[config.mk]
export PLATFORM = sky130hd
export DESIGN_NAME = range_ring_occupancy_grid_core
export DESIGN_NICKNAME = d
export VERILOG_FILES = /design/src/sv/rrog_pkg.sv /design/src/sv/rrog_fifo.sv /design/src/sv/rrog_front.sv /design/src/sv/rrog_back.sv /design/src/sv/range_ring_occupancy_grid_core.sv
export SDC_FILE = /design/constraint.sdc
export NUM_CORES = 2
export LEC_CHECK = 0
export ABC_AREA = 1
export BUFFER_PORTS_ARGS = -buffer_cell sky130_fd_sc_hd__buf_2
export CORE_UTILIZATION = 50
export DETAILED_ROUTE_END_ITERATION = 8
export PLACE_DENSITY_LB_ADDON = 0.2
export SLEW_MARGIN = 40
export SYNTH_ARGS = -nofsm -noshare
export SYNTH_HDL_FRONTEND = slang
export SYNTH_SLANG_ARGS = --single-unit
[constraint.sdc]
create_clock -name clock -period 18.9 [get_ports clock]
set_input_delay 1.89 -clock clock [delete_from_list [all_inputs] [get_ports clock]]
set_output_delay 1.89 -clock clock [all_outputs]
set_load 0.005 [all_outputs]
[src/sv/rrog_pkg.sv]
`timescale 1ns / 1ps
// ----------------------------------------------------------------------------
// rrog_pkg
// Shared types, codes and the sine table builder for the range ring grid.
// ----------------------------------------------------------------------------
package rrog_pkg;

   localparam int ACTION_W    = 2;
   localparam int INDEX_W     = 8;
   localparam int DIST_W      = 16;
   localparam int RSEL_W      = 5;
   localparam int CELL_W      = 5;
   localparam int STATUS_W    = 2;
   localparam int ROW_BITS_W  = 21;
   localparam int RADIUS_W    = DIST_W + 1;
   localparam int MAG_W       = 15;
   localparam int PROD_W      = RADIUS_W + MAG_W;
   localparam int ROUND_SHIFT = 21;
   localparam int OFF_W       = PROD_W + 1 - ROUND_SHIFT;
   localparam int POS_W       = OFF_W + 1;
   localparam int IDX_W       = 6;
   localparam int CNT_W       = 9;
   localparam int CSR_INDEX_W = 2;
   localparam int CSR_DATA_W  = 16;
   localparam int QUEUE_DEPTH = 4;

   localparam logic [ACTION_W-1:0] ACT_SAMPLE = 2'd0;
   localparam logic [ACTION_W-1:0] ACT_READ   = 2'd1;
   localparam logic [ACTION_W-1:0] ACT_CLEAR  = 2'd2;

   localparam logic [STATUS_W-1:0] STATUS_MARKED    = 2'd0;
   localparam logic [STATUS_W-1:0] STATUS_BEYOND    = 2'd1;
   localparam logic [STATUS_W-1:0] STATUS_OFF_GRID  = 2'd2;
   localparam logic [STATUS_W-1:0] STATUS_BAD_INDEX = 2'd3;

   localparam logic [CSR_INDEX_W-1:0] CSR_SENSOR_COUNT = 2'd0;
   localparam logic [CSR_INDEX_W-1:0] CSR_ANGLE_STEP   = 2'd1;
   localparam logic [CSR_INDEX_W-1:0] CSR_RANGE_LIMIT  = 2'd2;
   localparam logic [CSR_INDEX_W-1:0] CSR_ROBOT_RADIUS = 2'd3;

   localparam logic [CNT_W-1:0]  RESET_SENSOR_COUNT = 9'd8;
   localparam logic [DIST_W-1:0] RESET_ANGLE_STEP   = 16'd8192;
   localparam logic [DIST_W-1:0] RESET_RANGE_LIMIT  = 16'd512;
   localparam logic [DIST_W-1:0] RESET_ROBOT_RADIUS = 16'd128;

   localparam logic [63:0] HALF_PI_Q30 = 64'd1686629713;

   // ceil(2^42 / d) for the series denominators; exact for dividends below 2^34
   localparam int          RECIP_SHIFT = 42;
   localparam logic [63:0] RECIP_6     = ((64'd1 << RECIP_SHIFT) + 64'd5) / 64'd6;
   localparam logic [63:0] RECIP_20    = ((64'd1 << RECIP_SHIFT) + 64'd19) / 64'd20;
   localparam logic [63:0] RECIP_42    = ((64'd1 << RECIP_SHIFT) + 64'd41) / 64'd42;
   localparam logic [63:0] RECIP_72    = ((64'd1 << RECIP_SHIFT) + 64'd71) / 64'd72;
   localparam logic [63:0] RECIP_110   = ((64'd1 << RECIP_SHIFT) + 64'd109) / 64'd110;
   localparam logic [63:0] RECIP_156   = ((64'd1 << RECIP_SHIFT) + 64'd155) / 64'd156;

   typedef struct packed {
      logic [ACTION_W-1:0] action;
      logic [INDEX_W-1:0]  sensor_index;
      logic [DIST_W-1:0]   distance;
      logic [RSEL_W-1:0]   row_select;
   } req_type;

   typedef struct packed {
      logic [CELL_W-1:0]     cell_row;
      logic [CELL_W-1:0]     cell_col;
      logic [STATUS_W-1:0]   status;
      logic [ROW_BITS_W-1:0] row_bits;
   } rsp_type;

   typedef struct packed {
      logic [ACTION_W-1:0] action;
      logic [STATUS_W-1:0] status;
      logic [DIST_W-1:0]   angle;
      logic [RADIUS_W-1:0] radius;
      logic [RSEL_W-1:0]   row_select;
   } cmd_type;

   // Q15 magnitude of sin(r / 2^(bits-2) * pi/2), Q30 Taylor series to x^13.
   function automatic logic [MAG_W-1:0] quarter_sine(input int unsigned r,
                                                     input int unsigned bits);
      logic [63:0]  x;
      logic [63:0]  x2;
      logic [63:0]  term;
      logic [63:0]  sum;
      logic [63:0]  recip;
      logic [127:0] wide;
      x    = (64'(r) * HALF_PI_Q30) >> (bits - 2);
      x2   = (x * x) >> 30;
      term = x;
      sum  = x;
      for (int unsigned n = 1; n <= 6; n++) begin
         case (n)
            1: recip = RECIP_6;
            2: recip = RECIP_20;
            3: recip = RECIP_42;
            4: recip = RECIP_72;
            5: recip = RECIP_110;
            default: recip = RECIP_156;
         endcase
         term = (term * x2) >> 30;
         wide = 128'(term) * 128'(recip);
         term = wide[RECIP_SHIFT +: 64];
         if (n % 2 == 1) begin
            sum = (sum >= term) ? sum - term : 64'd0;
         end else begin
            sum = sum + term;
         end
      end
      sum = (sum + 64'd16384) >> 15;
      return (sum > 64'd32767) ? MAG_W'(32767) : sum[MAG_W-1:0];
   endfunction

endpackage

[src/sv/rrog_fifo.sv]
`timescale 1ns / 1ps
// ----------------------------------------------------------------------------
// rrog_fifo
// Small synchronous queue with full and empty flags.
// ----------------------------------------------------------------------------
module rrog_fifo #(
   parameter int WIDTH = 8,
   parameter int DEPTH = 4
) (
   input  logic             clock,
   input  logic             reset,
   input  logic             push,
   output logic             full,
   input  logic [WIDTH-1:0] wdata,
   input  logic             pop,
   output logic             empty,
   output logic [WIDTH-1:0] rdata
);

   localparam int PW = (DEPTH > 1) ? $clog2(DEPTH) : 1;
   localparam int CW = $clog2(DEPTH + 1);

   logic [WIDTH-1:0] mem_ff [DEPTH];
   logic [PW-1:0]    wr_ptr_ff;
   logic [PW-1:0]    wr_ptr_in;
   logic [PW-1:0]    rd_ptr_ff;
   logic [PW-1:0]    rd_ptr_in;
   logic [CW-1:0]    count_ff;
   logic [CW-1:0]    count_in;
   logic             do_push;
   logic             do_pop;

   assign full    = (count_ff == CW'(DEPTH));
   assign empty   = (count_ff == '0);
   assign do_push = push && !full;
   assign do_pop  = pop && !empty;
   assign rdata   = mem_ff[rd_ptr_ff];

   always_comb begin
      wr_ptr_in = wr_ptr_ff;
      rd_ptr_in = rd_ptr_ff;
      count_in  = count_ff;
      if (do_push) begin
         wr_ptr_in = (wr_ptr_ff == PW'(DEPTH - 1)) ? '0 : wr_ptr_ff + 1'b1;
      end
      if (do_pop) begin
         rd_ptr_in = (rd_ptr_ff == PW'(DEPTH - 1)) ? '0 : rd_ptr_ff + 1'b1;
      end
      if (do_push && !do_pop) begin
         count_in = count_ff + 1'b1;
      end else if (do_pop && !do_push) begin
         count_in = count_ff - 1'b1;
      end
   end

   always_ff @(posedge clock) begin
      if (reset) begin
         wr_ptr_ff <= '0;
         rd_ptr_ff <= '0;
         count_ff  <= '0;
      end else begin
         wr_ptr_ff <= wr_ptr_in;
         rd_ptr_ff <= rd_ptr_in;
         count_ff  <= count_in;
      end
   end

   always_ff @(posedge clock) begin
      if (do_push) begin
         mem_ff[wr_ptr_ff] <= wdata;
      end
   end

endmodule

[src/sv/rrog_front.sv]
`timescale 1ns / 1ps
// ----------------------------------------------------------------------------
// rrog_front
// Control registers and classification of incoming beats.
// ----------------------------------------------------------------------------
module rrog_front import rrog_pkg::*; (
   input  logic                   clock,
   input  logic                   reset,
   input  logic                   csr_write_en,
   input  logic [CSR_INDEX_W-1:0] csr_index,
   input  logic [CSR_DATA_W-1:0]  csr_data,
   input  req_type                req,
   output cmd_type                cmd
);

   logic [CNT_W-1:0]  sensor_count_ff;
   logic [DIST_W-1:0] angle_step_ff;
   logic [DIST_W-1:0] range_limit_ff;
   logic [DIST_W-1:0] robot_radius_ff;
   logic [INDEX_W+DIST_W-1:0] angle_full;
   logic              index_ok;

   always_ff @(posedge clock) begin
      if (reset) begin
         sensor_count_ff <= RESET_SENSOR_COUNT;
         angle_step_ff   <= RESET_ANGLE_STEP;
         range_limit_ff  <= RESET_RANGE_LIMIT;
         robot_radius_ff <= RESET_ROBOT_RADIUS;
      end else if (csr_write_en) begin
         case (csr_index)
            CSR_SENSOR_COUNT: sensor_count_ff <= csr_data[CNT_W-1:0];
            CSR_ANGLE_STEP:   angle_step_ff   <= csr_data;
            CSR_RANGE_LIMIT:  range_limit_ff  <= csr_data;
            CSR_ROBOT_RADIUS: robot_radius_ff <= csr_data;
            default: begin
            end
         endcase
      end
   end

   assign index_ok   = {1'b0, req.sensor_index} < sensor_count_ff;
   assign angle_full = (INDEX_W+DIST_W)'(req.sensor_index) * (INDEX_W+DIST_W)'(angle_step_ff);

   always_comb begin
      cmd.action     = req.action;
      cmd.angle      = angle_full[DIST_W-1:0];
      cmd.radius     = RADIUS_W'(req.distance) + RADIUS_W'(robot_radius_ff);
      cmd.row_select = req.row_select;
      cmd.status     = STATUS_MARKED;
      if (req.action == ACT_SAMPLE) begin
         if (!index_ok) begin
            cmd.status = STATUS_BAD_INDEX;
         end else if (req.distance > range_limit_ff) begin
            cmd.status = STATUS_BEYOND;
         end
      end
   end

endmodule

[src/sv/rrog_back.sv]
`timescale 1ns / 1ps
// ----------------------------------------------------------------------------
// rrog_back
// Sine lookup, radius scaling, cell rounding and the occupancy grid memory.
// ----------------------------------------------------------------------------
module rrog_back import rrog_pkg::*; #(
   parameter int GRID_SIZE       = 21,
   parameter int SINE_TABLE_BITS = 8
) (
   input  logic    clock,
   input  logic    reset,
   input  logic    cmd_valid,
   input  cmd_type cmd,
   output logic    cmd_pop,
   input  logic    out_full,
   output logic    out_push,
   output rsp_type out_item
);

   localparam int STB       = SINE_TABLE_BITS;
   localparam int QUARTER   = 1 << (STB - 2);
   localparam int LUT_AW    = STB - 1;
   localparam int HALF_STEP = 1 << (15 - STB);
   localparam int AW        = $clog2(GRID_SIZE);
   localparam int CENTER    = GRID_SIZE / 2;
   localparam int ROUND_ADD = 1 << (ROUND_SHIFT - 1);

   logic [MAG_W-1:0] sine_lut [QUARTER+1];

   for (genvar g = 0; g <= QUARTER; g++) begin : g_sine
      assign sine_lut[g] = quarter_sine(g, STB);
   end

   logic adv;
   assign adv     = !out_full;
   assign cmd_pop = adv && cmd_valid;

   // lookup
   logic [DIST_W:0]     k_sum;
   logic [STB-1:0]      k_sin;
   logic [STB-1:0]      k_cos;
   logic [LUT_AW-1:0]   r_sin;
   logic [LUT_AW-1:0]   r_cos;

   always_comb begin
      k_sum = {1'b0, cmd.angle} + (DIST_W+1)'(HALF_STEP);
      k_sin = k_sum[15 -: STB];
      k_cos = k_sin + STB'(QUARTER);
      r_sin = {1'b0, k_sin[STB-3:0]};
      r_cos = {1'b0, k_cos[STB-3:0]};
      if (k_sin[STB-2]) begin
         r_sin = LUT_AW'(QUARTER) - r_sin;
      end
      if (k_cos[STB-2]) begin
         r_cos = LUT_AW'(QUARTER) - r_cos;
      end
   end

   logic                s1_valid_ff;
   logic [ACTION_W-1:0] s1_action_ff;
   logic [STATUS_W-1:0] s1_status_ff;
   logic [RADIUS_W-1:0] s1_radius_ff;
   logic [RSEL_W-1:0]   s1_rsel_ff;
   logic [MAG_W-1:0]    s1_mag_s_ff;
   logic [MAG_W-1:0]    s1_mag_c_ff;
   logic                s1_neg_s_ff;
   logic                s1_neg_c_ff;

   // scale
   logic                s2_valid_ff;
   logic [ACTION_W-1:0] s2_action_ff;
   logic [STATUS_W-1:0] s2_status_ff;
   logic [RSEL_W-1:0]   s2_rsel_ff;
   logic [PROD_W-1:0]   s2_prod_s_ff;
   logic [PROD_W-1:0]   s2_prod_c_ff;
   logic                s2_neg_s_ff;
   logic                s2_neg_c_ff;

   // round and place
   logic [PROD_W:0]     sum_s;
   logic [PROD_W:0]     sum_c;
   logic [POS_W-1:0]    n_s;
   logic [POS_W-1:0]    n_c;
   logic [POS_W-1:0]    row_pos;
   logic [POS_W-1:0]    col_pos;
   logic                row_ok;
   logic                col_ok;
   logic                sample_ok;
   logic                mark3;
   logic                rsel_ok3;
   logic [STATUS_W-1:0] status3;
   logic [AW-1:0]       addr3;

   localparam logic [POS_W-1:0] C_POS = POS_W'(CENTER);
   localparam logic [POS_W-1:0] G_POS = POS_W'(GRID_SIZE);

   always_comb begin
      sum_s     = (PROD_W+1)'(s2_prod_s_ff) + (PROD_W+1)'(ROUND_ADD);
      sum_c     = (PROD_W+1)'(s2_prod_c_ff) + (PROD_W+1)'(ROUND_ADD);
      n_s       = POS_W'(sum_s[PROD_W:ROUND_SHIFT]);
      n_c       = POS_W'(sum_c[PROD_W:ROUND_SHIFT]);
      row_ok    = s2_neg_s_ff ? (n_s + C_POS < G_POS) : (n_s <= C_POS);
      row_pos   = s2_neg_s_ff ? C_POS + n_s : C_POS - n_s;
      col_ok    = s2_neg_c_ff ? (n_c <= C_POS) : (n_c + C_POS < G_POS);
      col_pos   = s2_neg_c_ff ? C_POS - n_c : C_POS + n_c;
      sample_ok = (s2_action_ff == ACT_SAMPLE) && (s2_status_ff == STATUS_MARKED);
      mark3     = sample_ok && row_ok && col_ok;
      status3   = (sample_ok && !(row_ok && col_ok)) ? STATUS_OFF_GRID : s2_status_ff;
      rsel_ok3  = 7'(s2_rsel_ff) < 7'(GRID_SIZE);
      if (mark3) begin
         addr3 = row_pos[AW-1:0];
      end else if ((s2_action_ff == ACT_READ) && rsel_ok3) begin
         addr3 = AW'(s2_rsel_ff);
      end else begin
         addr3 = '0;
      end
   end

   logic                s3_valid_ff;
   logic [ACTION_W-1:0] s3_action_ff;
   logic [STATUS_W-1:0] s3_status_ff;
   logic                s3_mark_ff;
   logic                s3_rsel_ok_ff;
   logic [IDX_W-1:0]    s3_row_ff;
   logic [IDX_W-1:0]    s3_col_ff;
   logic [AW-1:0]       s3_addr_ff;

   logic                s4_valid_ff;
   logic [ACTION_W-1:0] s4_action_ff;
   logic [STATUS_W-1:0] s4_status_ff;
   logic                s4_mark_ff;
   logic                s4_rsel_ok_ff;
   logic [IDX_W-1:0]    s4_row_ff;
   logic [IDX_W-1:0]    s4_col_ff;
   logic [AW-1:0]       s4_addr_ff;

   always_ff @(posedge clock) begin
      if (reset) begin
         s1_valid_ff <= 1'b0;
         s2_valid_ff <= 1'b0;
         s3_valid_ff <= 1'b0;
         s4_valid_ff <= 1'b0;
      end else if (adv) begin
         s1_valid_ff <= cmd_valid;
         s2_valid_ff <= s1_valid_ff;
         s3_valid_ff <= s2_valid_ff;
         s4_valid_ff <= s3_valid_ff;
      end
   end

   always_ff @(posedge clock) begin
      if (adv) begin
         s1_action_ff  <= cmd.action;
         s1_status_ff  <= cmd.status;
         s1_radius_ff  <= cmd.radius;
         s1_rsel_ff    <= cmd.row_select;
         s1_mag_s_ff   <= sine_lut[r_sin];
         s1_mag_c_ff   <= sine_lut[r_cos];
         s1_neg_s_ff   <= k_sin[STB-1];
         s1_neg_c_ff   <= k_cos[STB-1];

         s2_action_ff  <= s1_action_ff;
         s2_status_ff  <= s1_status_ff;
         s2_rsel_ff    <= s1_rsel_ff;
         s2_prod_s_ff  <= PROD_W'(s1_radius_ff) * PROD_W'(s1_mag_s_ff);
         s2_prod_c_ff  <= PROD_W'(s1_radius_ff) * PROD_W'(s1_mag_c_ff);
         s2_neg_s_ff   <= s1_neg_s_ff;
         s2_neg_c_ff   <= s1_neg_c_ff;

         s3_action_ff  <= s2_action_ff;
         s3_status_ff  <= status3;
         s3_mark_ff    <= mark3;
         s3_rsel_ok_ff <= rsel_ok3;
         s3_row_ff     <= row_pos[IDX_W-1:0];
         s3_col_ff     <= col_pos[IDX_W-1:0];
         s3_addr_ff    <= addr3;

         s4_action_ff  <= s3_action_ff;
         s4_status_ff  <= s3_status_ff;
         s4_mark_ff    <= s3_mark_ff;
         s4_rsel_ok_ff <= s3_rsel_ok_ff;
         s4_row_ff     <= s3_row_ff;
         s4_col_ff     <= s3_col_ff;
         s4_addr_ff    <= s3_addr_ff;
      end
   end

   // grid memory, row valid bits and one-deep write forwarding
   logic [GRID_SIZE-1:0] grid_mem [GRID_SIZE];
   logic [GRID_SIZE-1:0] rd_data_ff;
   logic [GRID_SIZE-1:0] row_valid_ff;
   logic                 fwd_valid_ff;
   logic [AW-1:0]        fwd_addr_ff;
   logic [GRID_SIZE-1:0] fwd_data_ff;
   logic [GRID_SIZE-1:0] base;
   logic [GRID_SIZE-1:0] col_bit;
   logic [GRID_SIZE-1:0] wr_data;
   logic                 wr_en;
   logic                 clear_go;
   logic [ROW_BITS_W-1:0] row_view;

   always_comb begin
      if (fwd_valid_ff && (fwd_addr_ff == s4_addr_ff)) begin
         base = fwd_data_ff;
      end else if (row_valid_ff[s4_addr_ff]) begin
         base = rd_data_ff;
      end else begin
         base = '0;
      end
   end

   assign col_bit  = {{(GRID_SIZE-1){1'b0}}, 1'b1} << s4_col_ff[AW-1:0];
   assign wr_data  = base | col_bit;
   assign wr_en    = adv && s4_valid_ff && s4_mark_ff;
   assign clear_go = adv && s4_valid_ff && (s4_action_ff == ACT_CLEAR);

   always_ff @(posedge clock) begin
      if (adv) begin
         if (wr_en) begin
            grid_mem[s4_addr_ff] <= wr_data;
         end
         rd_data_ff <= grid_mem[s3_addr_ff];
      end
   end

   always_ff @(posedge clock) begin
      if (reset) begin
         row_valid_ff <= '0;
         fwd_valid_ff <= 1'b0;
      end else if (clear_go) begin
         row_valid_ff <= '0;
         fwd_valid_ff <= 1'b0;
      end else if (wr_en) begin
         row_valid_ff[s4_addr_ff] <= 1'b1;
         fwd_valid_ff             <= 1'b1;
      end
   end

   always_ff @(posedge clock) begin
      if (wr_en) begin
         fwd_addr_ff <= s4_addr_ff;
         fwd_data_ff <= wr_data;
      end
   end

   if (GRID_SIZE >= ROW_BITS_W) begin : g_row_cut
      assign row_view = base[ROW_BITS_W-1:0];
   end else begin : g_row_pad
      assign row_view = {{(ROW_BITS_W-GRID_SIZE){1'b0}}, base};
   end

   assign out_push          = adv && s4_valid_ff;
   assign out_item.cell_row = s4_mark_ff ? s4_row_ff[CELL_W-1:0] : '0;
   assign out_item.cell_col = s4_mark_ff ? s4_col_ff[CELL_W-1:0] : '0;
   assign out_item.status   = s4_status_ff;
   assign out_item.row_bits = ((s4_action_ff == ACT_READ) && s4_rsel_ok_ff) ? row_view : '0;

`ifndef SYNTHESIS
   a_write_in_grid: assert property (@(posedge clock) disable iff (reset)
      wr_en |-> (int'(s4_addr_ff) < GRID_SIZE) && (int'(s4_col_ff) < GRID_SIZE))
      else $error("grid write outside the grid");

   a_clear_empties: assert property (@(posedge clock) disable iff (reset)
      clear_go |=> (row_valid_ff == '0) && !fwd_valid_ff)
      else $error("grid not empty after clear");

   a_fwd_row_valid: assert property (@(posedge clock) disable iff (reset)
      fwd_valid_ff |-> row_valid_ff[fwd_addr_ff])
      else $error("forwarded row is not marked valid");

   a_mark_from_sample: assert property (@(posedge clock) disable iff (reset)
      (s4_valid_ff && s4_mark_ff) |->
         (s4_action_ff == ACT_SAMPLE) && (s4_status_ff == STATUS_MARKED))
      else $error("cell marked by a beat that is not a clean sample");
`endif

endmodule

[src/sv/range_ring_occupancy_grid_core.sv]
`timescale 1ns / 1ps
// ----------------------------------------------------------------------------
// range_ring_occupancy_grid_core
// Marks range ring readings in an occupancy grid centred on the robot.
// ----------------------------------------------------------------------------
// Request beats enter through push/full: a sample marks one grid cell, a read
// returns one grid row as a bitmap, a clear empties the grid. Every request
// gives exactly one response beat, in order, through empty/pop.
// Control registers are written through csr_write_en/csr_index/csr_data, one
// per cycle with no wait; the user must write them only while no request is
// in flight; the block does not enforce this. Throughput is one beat per
// cycle while the response queue has room. An accepted beat goes through
// the request queue, four back stages (table lookup, multiply, rounding
// with the grid read, merge with the grid write), then the response queue.
// The grid memory has one write and one read port; a row written in the
// final stage is forwarded to the beat right behind it.
// When pop is held low the response queue fills, the back stages freeze and
// then the request queue fills and raises full; nothing is lost.
// Reset restores the register defaults and empties the grid at once through
// per-row valid bits; there is no clearing pass.
// ----------------------------------------------------------------------------
module range_ring_occupancy_grid_core import rrog_pkg::*; #(
   parameter int GRID_SIZE       = 21,
   parameter int SINE_TABLE_BITS = 8
) (
   input  logic                   clock,
   input  logic                   reset,
   input  logic                   push,
   output logic                   full,
   input  req_type                req_item,
   output logic                   empty,
   input  logic                   pop,
   output rsp_type                rsp_item,
   input  logic                   csr_write_en,
   input  logic [CSR_INDEX_W-1:0] csr_index,
   input  logic [CSR_DATA_W-1:0]  csr_data
);

   cmd_type front_cmd;
   cmd_type back_cmd;
   logic    cmd_empty;
   logic    cmd_pop;
   logic    out_full;
   logic    out_push;
   rsp_type out_item;

   rrog_front u_front (
      .clock        (clock),
      .reset        (reset),
      .csr_write_en (csr_write_en),
      .csr_index    (csr_index),
      .csr_data     (csr_data),
      .req          (req_item),
      .cmd          (front_cmd)
   );

   rrog_fifo #(
      .WIDTH ($bits(cmd_type)),
      .DEPTH (QUEUE_DEPTH)
   ) u_cmd_queue (
      .clock (clock),
      .reset (reset),
      .push  (push),
      .full  (full),
      .wdata (front_cmd),
      .pop   (cmd_pop),
      .empty (cmd_empty),
      .rdata (back_cmd)
   );

   rrog_back #(
      .GRID_SIZE       (GRID_SIZE),
      .SINE_TABLE_BITS (SINE_TABLE_BITS)
   ) u_back (
      .clock     (clock),
      .reset     (reset),
      .cmd_valid (!cmd_empty),
      .cmd       (back_cmd),
      .cmd_pop   (cmd_pop),
      .out_full  (out_full),
      .out_push  (out_push),
      .out_item  (out_item)
   );

   rrog_fifo #(
      .WIDTH ($bits(rsp_type)),
      .DEPTH (QUEUE_DEPTH)
   ) u_rsp_queue (
      .clock (clock),
      .reset (reset),
      .push  (out_push),
      .full  (out_full),
      .wdata (out_item),
      .pop   (pop),
      .empty (empty),
      .rdata (rsp_item)
   );

endmodule

==> impl_metrics.toml <==
[synth]
post_synth.cell_area_avg_um2 = 9.656
yosys-top-cells-area = "edfxtp_1 43%, fa_1 14%, nand2_1 7.8%"
yosys_warnings = 0
synth-seq-cells = 996
yosysUniqueCellTypes = 49
synthCells = 6480
synth_area_leader_cell = "edfxtp_1"
syn-cell-area_um2 = 62570
ys_seq_area_frac = 0.4618
yosysTopAreaCellShare = 0.4295
syn_nets = 7281

[placed_design]
place.gp.congestion = 0.9237
place.port_buffers = 88
place_area_um2 = 64970
place_ws_ns = 12.49
dpl.hpwl_um = 112900

[sta]
final.setup.tns_ns = 0
hold_viol = 0
relSlewSlack = 0.3851
skew_ns = 0.08866
timing.final.ws_setup_ns = 12.39
max_freq_ghz = 0.1535
max_slew.worst_pin.slew_ns = 0.9223
maxSlewViolCount = 0
grt_setup_unrepaired = "no"
setup_viol = 0
period_minus_slack_ns = 6.515
period_share = 0.3447

[route]
drtPass1Iterations = 8
vias = 45170
antenna_left = 0
drt_iter0_drc = 3910
wl_per_cell_um = 20.17
drt-total-wl_um = 165100
routed_via_density = 5.517
route.detailed.drc = 9

[die]
dieArea_um2 = 126600
die_x_um = 355.8
ioPinCount = 89
die_h_um = 355.8
start_util = 0.5048
core_area_um2 = 124000
rows = 129

[worst_setup_path]
criticalPathCategory = "reg -> reg"
cp_max_fo = 19
slowest_stage = "edfxtp_1"
worstPathCellList = "buf_4, nand2_1, fa_1, fa_1, inv_1, fa_1, fa_1, fa_1, inv_1, fa_1, inv_1, ha_1, nand2_1, nor4_1, nand3_1, nand3_1, a21oi_1, o21ai_0, a21oi_1, xor2_1"
cp-start-kind = "flip-flop"
end_kind = "flip-flop"
cp_common_cell = "fa_1"
cp.arrival_ns = 6.95
critPathTopFamily = "adder cells"
max_stage_delay_ns = 0.66
path_buf_inv = 4
critPathRequiredTime_ns = 19.33

[grt]
grt_pass1_vias = 44650
grt_pass1_wl_um = 256300
grt_max_degree = 212
antenna_found_initial = 1
grt-ovfl-total = 0
grtUsageTotal = 0.2631

[layout]
antennaDiodeCount = 0
drive_gt1_frac = 0.06978
post-route-util = 0.5525
stdcell_area_um2 = 68490
nets = 7264
fillCellCount = 10900
area_growth_pct = 9.463
final_cell_mix = "1295 x nand2_1, 1083 x inv_1, 895 x edfxtp_1, 586 x nor2_1, 463 x o21ai_0"
mostFrequentLayoutCell = "nand2_1"

[clock_tree]
cts_hold_buf = 0
cts_tree = "built"
cts_sinks = 996
clock_path_buffers = 3
clk_pin_slew_ns = 0.06
htree_levels = 3
cts_root_buffer = "clkbuf_16"
cts.repair.resized = 0
numCtsBuffers = 103
clkLatencyLatePin_ns = 0.77
post_cts_buffers = 0

[hold_path]
hold_class = "reg -> reg"

[status]
outcome = "finished with violations"
violations = "DRC"

[run]
max_cap_violations = 0
[cell usage after synthesis, drive strengths merged]
master	instances
a41oi	1
a31oi	25
o221ai	68
a211o	2
buf	47
inv	1092
xnor2	24
nand3	279
o211a	2
o31ai	6
a21o	11
o21ai	489
xor2	55
clkbuf	279
ha	301
o211ai	24
nand2	1328
fa	446
clkinv	5
o21a	3
or2	7
nor4	5
nand3b	8
a221oi	2
a21oi	163
nand4	25
a211oi	9
nor2	620
nor3	21
dfxtp	101
o2111ai	3
a32oi	21
edfxtp	895
a21boi	1
o21bai	5
a22oi	9
o22ai	98
[path summary, 6_finish.rpt]
path              cells past startpoint                                end                               from  slack (ns)
hold reg to reg                       0   u_back.s4_action_ff[0]$_DFFE_PN_   u_back.s3_action_ff[0]$_DFFE_PN_        0.42
setup / recovery                     20  u_back.s2_prod_c_ff[28]$_DFFE_PN_  u_back.s1_radius_ff[10]$_DFFE_PN_       12.39
hold / removal                        0   u_back.s4_action_ff[0]$_DFFE_PN_   u_back.s3_action_ff[0]$_DFFE_PN_        0.42
setup reg to reg                     20  u_back.s2_prod_c_ff[28]$_DFFE_PN_  u_back.s1_radius_ff[10]$_DFFE_PN_       12.39
[cells by family (layout without fill, tap and decap cells)]
logic type,after synthesis,after routing,share of synthesized area
flops,996,996,0.4618
compound gates,942,942,0.08659
simple gates,2293,2293,0.1492
buf+inv,1423,1492,0.08843
fa+ha+maj,747,747,0.2029
xor+xnor,79,79,0.01106
[final cells by class]
class,count,area (um^2),share of cell area
inverters,1097,4125,0.06023
repair buffers,204,1685,0.02461
well taps,1637,2048,0.02990
clock buffers,130,2710,0.03957
clock inverters,61,664.4,0.009700
flip-flops and latches,996,28900,0.4220
multi-input cells,4061,28360,0.4140
[state kept, by name, indices dropped and copies added (netlist names), 9 cells and up, named ones only]
signal	count
u_back.row_valid_ff	21
u_back.s1_mag_s_ff	15
u_back.s2_prod_c_ff	12
u_back.fwd_data_ff	21
u_back.s1_mag_c_ff	15
u_rsp_queue.mem_ff	132
u_back.s2_prod_s_ff	12
u_back.rd_data_ff	21
u_front.robot_radius_ff	16
u_front.sensor_count_ff	9
u_front.angle_step_ff	16
u_back.grid_mem	441
u_back.s1_radius_ff	17
u_front.range_limit_ff	16
u_cmd_queue.mem_ff	140
[routing by layer]
| metal | up-vias | wire length (um) | GRT usage |
|---|---|---|---|
| met3 | 264 | 12020 | 0.03570 |
| met1 | 22180 | 69020 | 0.3550 |
| met2 | 1703 | 78620 | 0.4353 |
| met4 | 0 | 5439 | 0.09494 |
| met5 | - | 0 | 0 |
| li1 | 21020 | - | - |
[metrics by stage]
stage | cells | hold WS (ns)
after floorplan | 6480 | 0.4003
after global placement | 7963 | 0.4010
after detailed placement | 7986 | 0.4045
after CTS | 8177 | 0.4187
after global routing | 8186 | 0.4307
final | 8186 | 0.4181
Power is left out: the tool's default activity adds up to more than one toggle a clock period on the data nets, which glitch-free logic cannot reach.
